[src/rtl/sitd_pkg.sv]
package sitd_pkg;

  // Default width of the incoming two's-complement value.
  localparam int VALUE_WIDTH_DEF = 32;

  // Shift-and-add-3 steps carried out in one conversion stage.
  localparam int BITS_PER_STAGE = 8;

  // One decimal digit in BCD.
  localparam int DIGIT_WIDTH = 4;

  // Width of an emitted character code.
  localparam int CHAR_WIDTH = 6;

  // Character codes, cut to the six bits that leave the block.
  localparam logic [CHAR_WIDTH-1:0] CHAR_ZERO  = 6'd48;
  localparam logic [CHAR_WIDTH-1:0] CHAR_MINUS = 6'd45;

endpackage

[src/rtl/sitd_magnitude.sv]
// Entry stage: takes the request, registers its sign and forms the magnitude.
module sitd_magnitude #(
  parameter int VALUE_WIDTH = sitd_pkg::VALUE_WIDTH_DEF
) (
  input  logic                   clk,
  input  logic                   rst_n,
  input  logic                   up_valid,
  output logic                   up_ready,
  input  logic [VALUE_WIDTH-1:0] up_value,
  output logic                   dn_valid,
  input  logic                   dn_ready,
  output logic                   dn_sign,
  output logic [VALUE_WIDTH-1:0] dn_mag
);

  logic                   valid_r;
  logic                   sign_r;
  logic [VALUE_WIDTH-1:0] mag_r;
  logic [VALUE_WIDTH-1:0] mag_nxt;

  // The stage takes a new request when it is empty or its content moves on.
  assign up_ready = !valid_r || dn_ready;

  // Unsigned negation also gives the right magnitude for the most negative value.
  assign mag_nxt = up_value[VALUE_WIDTH-1] ? (~up_value + 1'b1) : up_value;

  always_ff @(posedge clk) begin
    if (!rst_n) begin
      valid_r <= 1'b0;
    end else if (up_ready) begin
      valid_r <= up_valid;
    end
  end

  always_ff @(posedge clk) begin
    if (up_valid && up_ready) begin
      sign_r <= up_value[VALUE_WIDTH-1];
      mag_r  <= mag_nxt;
    end
  end

  assign dn_valid = valid_r;
  assign dn_sign  = sign_r;
  assign dn_mag   = mag_r;

endmodule

[src/rtl/sitd_dabble_stage.sv]
// One conversion stage: a group of shift-and-add-3 steps moving magnitude bits
// into the BCD digits, most significant bit first.
module sitd_dabble_stage #(
  parameter int VALUE_WIDTH = sitd_pkg::VALUE_WIDTH_DEF,
  parameter int NUM_DIGITS  = 10,
  parameter int STAGE       = 0
) (
  input  logic                                       clk,
  input  logic                                       rst_n,
  input  logic                                       up_valid,
  output logic                                       up_ready,
  input  logic                                       up_sign,
  input  logic [NUM_DIGITS*sitd_pkg::DIGIT_WIDTH-1:0] up_bcd,
  input  logic [VALUE_WIDTH-1:0]                     up_mag,
  output logic                                       dn_valid,
  input  logic                                       dn_ready,
  output logic                                       dn_sign,
  output logic [NUM_DIGITS*sitd_pkg::DIGIT_WIDTH-1:0] dn_bcd,
  output logic [VALUE_WIDTH-1:0]                     dn_mag
);

  localparam int DW       = sitd_pkg::DIGIT_WIDTH;
  localparam int BCD_BITS = NUM_DIGITS * DW;
  localparam int STEPS    = sitd_pkg::BITS_PER_STAGE;

  logic                   valid_r;
  logic                   sign_r;
  logic [BCD_BITS-1:0]    bcd_r;
  logic [VALUE_WIDTH-1:0] mag_r;
  logic [BCD_BITS-1:0]    bcd_nxt;
  logic [VALUE_WIDTH-1:0] mag_nxt;

  assign up_ready = !valid_r || dn_ready;

  // Each step corrects every digit of five or more, then shifts one bit in.
  // Steps past the value width are left out in the final stage.
  always_comb begin
    bcd_nxt = up_bcd;
    mag_nxt = up_mag;
    for (int j = 0; j < STEPS; j++) begin
      if (STAGE * STEPS + j < VALUE_WIDTH) begin
        for (int d = 0; d < NUM_DIGITS; d++) begin
          if (bcd_nxt[d*DW +: DW] > 4'd4) begin
            bcd_nxt[d*DW +: DW] = bcd_nxt[d*DW +: DW] + 4'd3;
          end
        end
        bcd_nxt = {bcd_nxt[BCD_BITS-2:0], mag_nxt[VALUE_WIDTH-1]};
        mag_nxt = {mag_nxt[VALUE_WIDTH-2:0], 1'b0};
      end
    end
  end

  always_ff @(posedge clk) begin
    if (!rst_n) begin
      valid_r <= 1'b0;
    end else if (up_ready) begin
      valid_r <= up_valid;
    end
  end

  always_ff @(posedge clk) begin
    if (up_valid && up_ready) begin
      sign_r <= up_sign;
      bcd_r  <= bcd_nxt;
      mag_r  <= mag_nxt;
    end
  end

  assign dn_valid = valid_r;
  assign dn_sign  = sign_r;
  assign dn_bcd   = bcd_r;
  assign dn_mag   = mag_r;

endmodule

[src/rtl/sitd_emitter.sv]
// Character emitter: holds one converted value and sends its text one character per
// cycle while out_ready is high: minus sign if negative, then digits from the top down.
module sitd_emitter #(
  parameter int NUM_DIGITS = 10
) (
  input  logic                                       clk,
  input  logic                                       rst_n,
  input  logic                                       up_valid,
  output logic                                       up_ready,
  input  logic                                       up_sign,
  input  logic [NUM_DIGITS*sitd_pkg::DIGIT_WIDTH-1:0] up_bcd,
  output logic                                       out_valid,
  input  logic                                       out_ready,
  output logic [sitd_pkg::CHAR_WIDTH-1:0]            out_char_code,
  output logic                                       out_last_char
);

  localparam int DW       = sitd_pkg::DIGIT_WIDTH;
  localparam int BCD_BITS = NUM_DIGITS * DW;
  localparam int IW       = (NUM_DIGITS > 1) ? $clog2(NUM_DIGITS) : 1;

  logic                busy_r;
  logic                sign_pend_r;
  logic [IW-1:0]       idx_r;
  logic [BCD_BITS-1:0] digits_r;
  logic [IW-1:0]       top_idx;
  logic [DW-1:0]       cur_digit;
  logic                is_last;
  logic                load;
  logic                take;

  // Position of the highest non-zero digit; a zero value points at digit 0.
  always_comb begin
    top_idx = '0;
    for (int d = 0; d < NUM_DIGITS; d++) begin
      if (up_bcd[d*DW +: DW] != '0) begin
        top_idx = IW'(d);
      end
    end
  end

  assign is_last  = !sign_pend_r && (idx_r == '0);
  assign take     = busy_r && out_ready;
  assign up_ready = !busy_r || (out_ready && is_last);
  assign load     = up_valid && up_ready;

  always_ff @(posedge clk) begin
    if (!rst_n) begin
      busy_r <= 1'b0;
    end else if (load) begin
      busy_r <= 1'b1;
    end else if (take && is_last) begin
      busy_r <= 1'b0;
    end
  end

  // The sign goes out first; after it the digit pointer walks down to zero.
  always_ff @(posedge clk) begin
    if (load) begin
      sign_pend_r <= up_sign;
      idx_r       <= top_idx;
      digits_r    <= up_bcd;
    end else if (take) begin
      if (sign_pend_r) begin
        sign_pend_r <= 1'b0;
      end else if (!is_last) begin
        idx_r <= idx_r - 1'b1;
      end
    end
  end

  assign cur_digit     = digits_r[{idx_r, 2'b00} +: DW];
  assign out_valid     = busy_r;
  assign out_last_char = is_last;
  assign out_char_code = sign_pend_r ? sitd_pkg::CHAR_MINUS
                                     : sitd_pkg::CHAR_ZERO + {2'b00, cur_digit};

endmodule

[src/rtl/signed_int_to_decimal_ascii_top.sv]
// Channel  | Ports                                      | Direction
// ---------+--------------------------------------------+----------
// input    | in_valid, in_ready, in_value               | in
// result   | out_valid, out_ready, out_char_code,       | out
//          | out_last_char                              |
//
// A value passes an entry stage and ceil(VALUE_WIDTH/8) conversion stages (four
// at 32 bits), each of them registered, on its way to the emitter.
// The emitter sends one character per cycle while out_ready is high, a rate set
// by the single output port; a value's text has 1 to 11 characters at 32 bits.
// Reset clears the valid bit of every stage and the emitter's busy flag.
// A stall at the output holds every stage that is full; nothing is dropped.
module signed_int_to_decimal_ascii_top #(
  parameter int VALUE_WIDTH = sitd_pkg::VALUE_WIDTH_DEF
) (
  input  logic                            clk,
  input  logic                            rst_n,
  input  logic                            in_valid,
  output logic                            in_ready,
  input  logic [VALUE_WIDTH-1:0]          in_value,
  output logic                            out_valid,
  input  logic                            out_ready,
  output logic [sitd_pkg::CHAR_WIDTH-1:0] out_char_code,
  output logic                            out_last_char
);

  // Enough digits for 2^(VALUE_WIDTH-1), using log10(2) ~ 0.30103.
  localparam int NUM_DIGITS = (VALUE_WIDTH * 30103) / 100000 + 1;
  localparam int BCD_BITS   = NUM_DIGITS * sitd_pkg::DIGIT_WIDTH;
  localparam int NUM_STAGES =
    (VALUE_WIDTH + sitd_pkg::BITS_PER_STAGE - 1) / sitd_pkg::BITS_PER_STAGE;

  logic                   valid_w [NUM_STAGES+1];
  logic                   ready_w [NUM_STAGES+1];
  logic                   sign_w  [NUM_STAGES+1];
  logic [BCD_BITS-1:0]    bcd_w   [NUM_STAGES+1];
  logic [VALUE_WIDTH-1:0] mag_w   [NUM_STAGES+1];

  // Entry stage.
  sitd_magnitude #(
    .VALUE_WIDTH (VALUE_WIDTH)
  ) u_magnitude (
    .clk      (clk),
    .rst_n    (rst_n),
    .up_valid (in_valid),
    .up_ready (in_ready),
    .up_value (in_value),
    .dn_valid (valid_w[0]),
    .dn_ready (ready_w[0]),
    .dn_sign  (sign_w[0]),
    .dn_mag   (mag_w[0])
  );

  assign bcd_w[0] = '0;

  // Conversion stages.
  for (genvar s = 0; s < NUM_STAGES; s++) begin : g_stage
    sitd_dabble_stage #(
      .VALUE_WIDTH (VALUE_WIDTH),
      .NUM_DIGITS  (NUM_DIGITS),
      .STAGE       (s)
    ) u_stage (
      .clk      (clk),
      .rst_n    (rst_n),
      .up_valid (valid_w[s]),
      .up_ready (ready_w[s]),
      .up_sign  (sign_w[s]),
      .up_bcd   (bcd_w[s]),
      .up_mag   (mag_w[s]),
      .dn_valid (valid_w[s+1]),
      .dn_ready (ready_w[s+1]),
      .dn_sign  (sign_w[s+1]),
      .dn_bcd   (bcd_w[s+1]),
      .dn_mag   (mag_w[s+1])
    );
  end

  // Character emitter.
  sitd_emitter #(
    .NUM_DIGITS (NUM_DIGITS)
  ) u_emitter (
    .clk           (clk),
    .rst_n         (rst_n),
    .up_valid      (valid_w[NUM_STAGES]),
    .up_ready      (ready_w[NUM_STAGES]),
    .up_sign       (sign_w[NUM_STAGES]),
    .up_bcd        (bcd_w[NUM_STAGES]),
    .out_valid     (out_valid),
    .out_ready     (out_ready),
    .out_char_code (out_char_code),
    .out_last_char (out_last_char)
  );

  // Every magnitude bit has been shifted into the digits by the last stage.
  a_mag_consumed: assert property (@(posedge clk) disable iff (!rst_n)
    valid_w[NUM_STAGES] |-> (mag_w[NUM_STAGES] == '0))
    else $error("magnitude bits left over after the last conversion stage");

  // A minus sign is never the final character.
  a_minus_not_last: assert property (@(posedge clk) disable iff (!rst_n)
    (out_valid && (out_char_code == sitd_pkg::CHAR_MINUS)) |-> !out_last_char)
    else $error("minus sign flagged as last character");

  // Only a minus sign or a decimal digit leaves the block.
  a_char_range: assert property (@(posedge clk) disable iff (!rst_n)
    out_valid |-> ((out_char_code == sitd_pkg::CHAR_MINUS) ||
                   ((out_char_code >= sitd_pkg::CHAR_ZERO) &&
                    (out_char_code <= sitd_pkg::CHAR_ZERO + 6'd9))))
    else $error("character code outside minus and digits");

  // Reset empties the emitter.
  a_reset_idle: assert property (@(posedge clk)
    !rst_n |=> !out_valid)
    else $error("result valid straight after reset");

endmodule

[config.mk]
export PLATFORM = sky130hd
export DESIGN_NAME = signed_int_to_decimal_ascii_top
export DESIGN_NICKNAME = d
export VERILOG_FILES = /design/src/rtl/sitd_pkg.sv /design/src/rtl/sitd_magnitude.sv /design/src/rtl/sitd_dabble_stage.sv /design/src/rtl/sitd_emitter.sv /design/src/rtl/signed_int_to_decimal_ascii_top.sv
export SDC_FILE = /design/constraint.sdc
export NUM_CORES = 1
export LEC_CHECK = 0
export BUFFER_PORTS_ARGS = -buffer_cell sky130_fd_sc_hd__clkbuf_2
export CAP_MARGIN = 30
export CELL_PAD_IN_SITES_DETAIL_PLACEMENT = 0
export CELL_PAD_IN_SITES_GLOBAL_PLACEMENT = 1
export CORE_MARGIN = 10
export CORE_UTILIZATION = 28
export CTS_CLUSTER_SIZE = 12
export DETAILED_ROUTE_END_ITERATION = 10
export PLACE_DENSITY = 0.56
export REMOVE_ABC_BUFFERS = 1
export SKIP_CTS_REPAIR_TIMING = 1
export SLEW_MARGIN = 20
export SYNTH_ARGS = -nofsm -noshare
export SYNTH_HDL_FRONTEND = slang
export SYNTH_SLANG_ARGS = --single-unit
[constraint.sdc]
create_clock -name clk -period 9.5 [get_ports clk]
set_clock_uncertainty 0.1 [all_clocks]
set_input_delay 1.9 -clock clk [delete_from_list [all_inputs] [get_ports clk]]
set_output_delay 1.9 -clock clk [all_outputs]
set_load 0.03 [all_outputs]
==> metrics <==
status finished clean; cell family with most CP delay simple AND/OR/NAND/NOR gates; root buffer cell clkbuf_16; drt drc 0; DR iter-0 viols approximately 1,400; Crit path arrival time 8.36 ns; crit path kind reg2reg; Reg clk slew, reported paths about 0.07 ns; slowest cell delay on critical path 0.49 ns; post-synthesis sequential element count approximately 240; startpoint of the worst hold path u_magnitude.dn_mag[12]; PortBufs 43; R2R Setup Slk 1.39 ns; Clock Path Buffers 3; Mapped Cells around 3,400; RSZ-0062 raised after global routing no; Req. time, crit path 9.75 ns; Hold Path Stages 0; GRT Total Usage around 11%; Worst path slowest cell or4b_1; Post-Syn Area between 20,000 and 30,000 um^2; die height around 340 um; Worst setup EP type register; fmax 123 MHz; CP most frequent cell ha_1; share of layout cells above drive strength 1 10.8%; R2R depth 31; CORE AREA roughly 100,000 um^2; largest net degree at the start of global routing 41; Critical path buffers and inverters 1; Distinct cells, synth roughly 150; CTS Buf Count 29; initial antenna violation count 0; Primary FF master, synth edfxtp_1; hpwl dp 49.9 mm; FF-to-FF Start g_stage[2].u_stage.dn_bcd[1]; Slew headroom 39.1%; min-delay worst type reg2reg; clk_lat worst skew about 0.60 ns; std cell rows roughly 120; Worst setup SP type register; most common cell after layout, fill and taps aside nor2_1; slew at the pin closest to its max-slew limit 0.912 ns; vias in the first global route roughly 23,000; Final ANT Viol Nets 0; Post-Route WL 66.4 mm; via count approximately 25,000; GRT overflow 0; DRT Pass-1 Iters 5; Layout area overhead 8.20%; crit share post-route between 80% and 90%; die area between 100,000 and 150,000 um^2; Vias per Instance about 5.3; clock sinks ~240; max cap viols 0; IO Pins between 40 and 50; H-tree Lvls 1; post-layout net count ~3,500; Ys Warns 0; setup_tns 0 ns; Final Hold Fails 0; drt wl/cell approximately 14 um; placed standard-cell area roughly 30,000 um^2; Post-synth EDFFs ~230; GPL Wtd Cong just under 0.8; minimum clock period slightly above 8 ns; CTS tree yes; Die W approximately 340 um; r2r endpoint g_stage[3].u_stage.dn_bcd[13]; asr flop ratio synth 0%; crit-path max FO 15; Design Area, Final slightly above 30,000 um^2; setup violators final 0; number of diodes 0; Mean Syn Cell Area 8.27 um^2; wire length of the first global-routing pass approximately 110 mm; initial core utilization between 20% and 30%; Slew Viols, Final 0; commonest cells after routing, fill and taps aside nor2_1, nand2_1, a21oi_1; Worst Hold End g_stage[0].u_stage.dn_mag[20]; sequential-to-total area share from yosys stat 25.2%
final cells by class:
type / count / area [um^2]
Clock buffer: 35 / 748
Clock inverter: 15 / 141
Fill cell: 10600 / 69400
Inverter: 174 / 653
Multi-Input combinational cell: 2837 / 19700
Sequential cell: 238 / 7090
Tap cell: 1298 / 1620
Timing Repair Buffer: 80 / 505
per-layer routing:
metal / track usage, % / vias to the layer above / routed length [um]
met5: 0 / - / 0
met4: 2.19 / 0 / 1110
met3: 1.21 / 51 / 1910
met2: 19.2 / 318 / 30800
met1: 15.8 / 11500 / 32600
li1: - / 12800 / -
state kept, by name, summed over array words and instances (netlist names):
| name | cells |
|---|---|
| u_magnitude.dn_sign | 1 |
| g_stage.u_stage.dn_valid | 4 |
| g_stage.u_stage.dn_sign | 4 |
| u_magnitude.dn_valid | 1 |
| g_stage.u_stage.dn_bcd | 102 |
| g_stage.u_stage.dn_mag | 48 |
| u_emitter.sign_pend_r | 1 |
| u_magnitude.dn_mag | 32 |
| u_emitter.idx_r | 4 |
| u_emitter.out_valid | 1 |
| u_emitter.digits_r | 40 |
synth_stat cells, types with 41 or more instances:
library cell / count / share of area (%)
a21oi_1: 252 / 4.5
a31oi_1: 46 / 1.0
and2_1: 42 / 0.93
clkbuf_1: 82 / 1.1
edfxtp_1: 232 / 25
ha_1: 143 / 6.4
inv_1: 170 / 2.3
mux2_2: 68 / 2.7
mux2i_1: 128 / 4.6
nand2_1: 280 / 3.7
nand2b_1: 41 / 0.91
nand3_1: 88 / 1.6
nand4_1: 44 / 0.98
nor2_1: 320 / 4.3
nor3_1: 118 / 2.1
o211ai_1: 41 / 1.1
o21ai_0: 231 / 4.1
o22ai_1: 43 / 0.96
xnor2_1: 131 / 4.1
xor2_1: 45 / 1.4
kinds of logic (layout without fill, tap and decap cells):
logic type | after synthesis | in the layout | share of synthesized area (%)
DFF | 238 | 238 | 25.2
AOI/OAI and AO/OA | 1110 | 1110 | 27.4
other | 1 | 1 | 0.0133
adders and majority gates | 150 | 150 | 6.61
and+or+nand+nor | 1168 | 1168 | 20.7
xor gates and xnor gates | 187 | 187 | 6.19
buffers and inverters | 329 | 304 | 5.05
muxes | 221 | 221 | 8.86
stage by stage:
step                      hold slack [ns]  instances  utilization (%)  setup slack [ns]
final                               0.312       4677             30.5              1.39
after detailed placement            0.305       4622             29.6              1.44
after global routing                0.317       4677             30.5             0.414
after floorplan                     0.300       3249                -              2.19
after global placement              0.301       4620             29.5              1.51
after CTS                           0.311       4672             30.5              1.43
worst max-delay path by stage:
stage | start | end | slack, ns | cells past startpoint
floorplan | g_stage[2].u_stage.dn_bcd[1] | g_stage[3].u_stage.dn_bcd[13] | 2.19 | 31
global placement | g_stage[1].u_stage.dn_bcd[0] | g_stage[2].u_stage.dn_bcd[13] | 1.51 | 32
detailed placement | g_stage[2].u_stage.dn_bcd[1] | g_stage[3].u_stage.dn_bcd[13] | 1.44 | 30
CTS | g_stage[1].u_stage.dn_bcd[0] | g_stage[2].u_stage.dn_bcd[13] | 1.43 | 38
global route | g_stage[1].u_stage.dn_bcd[0] | g_stage[2].u_stage.dn_bcd[14] | 0.41 | 38
finish | g_stage[2].u_stage.dn_bcd[1] | g_stage[3].u_stage.dn_bcd[13] | 1.39 | 31
worst reg2reg max path: cells and delay by family (launching register included):
family                   cells  cell delay, ns
buffers and inverters        1            0.09
AND/OR/NAND/NOR             13            2.88
multiplexers                 3            0.77
XOR/XNOR                     2            0.43
AO/OA/AOI/OAI                5            1.24
adder cells (fa/ha/maj)      7            1.89
flip-flops                   1            0.48
Power is not shown: default switching activity piles up to over one toggle a cycle in this logic, so the estimate is an artifact.
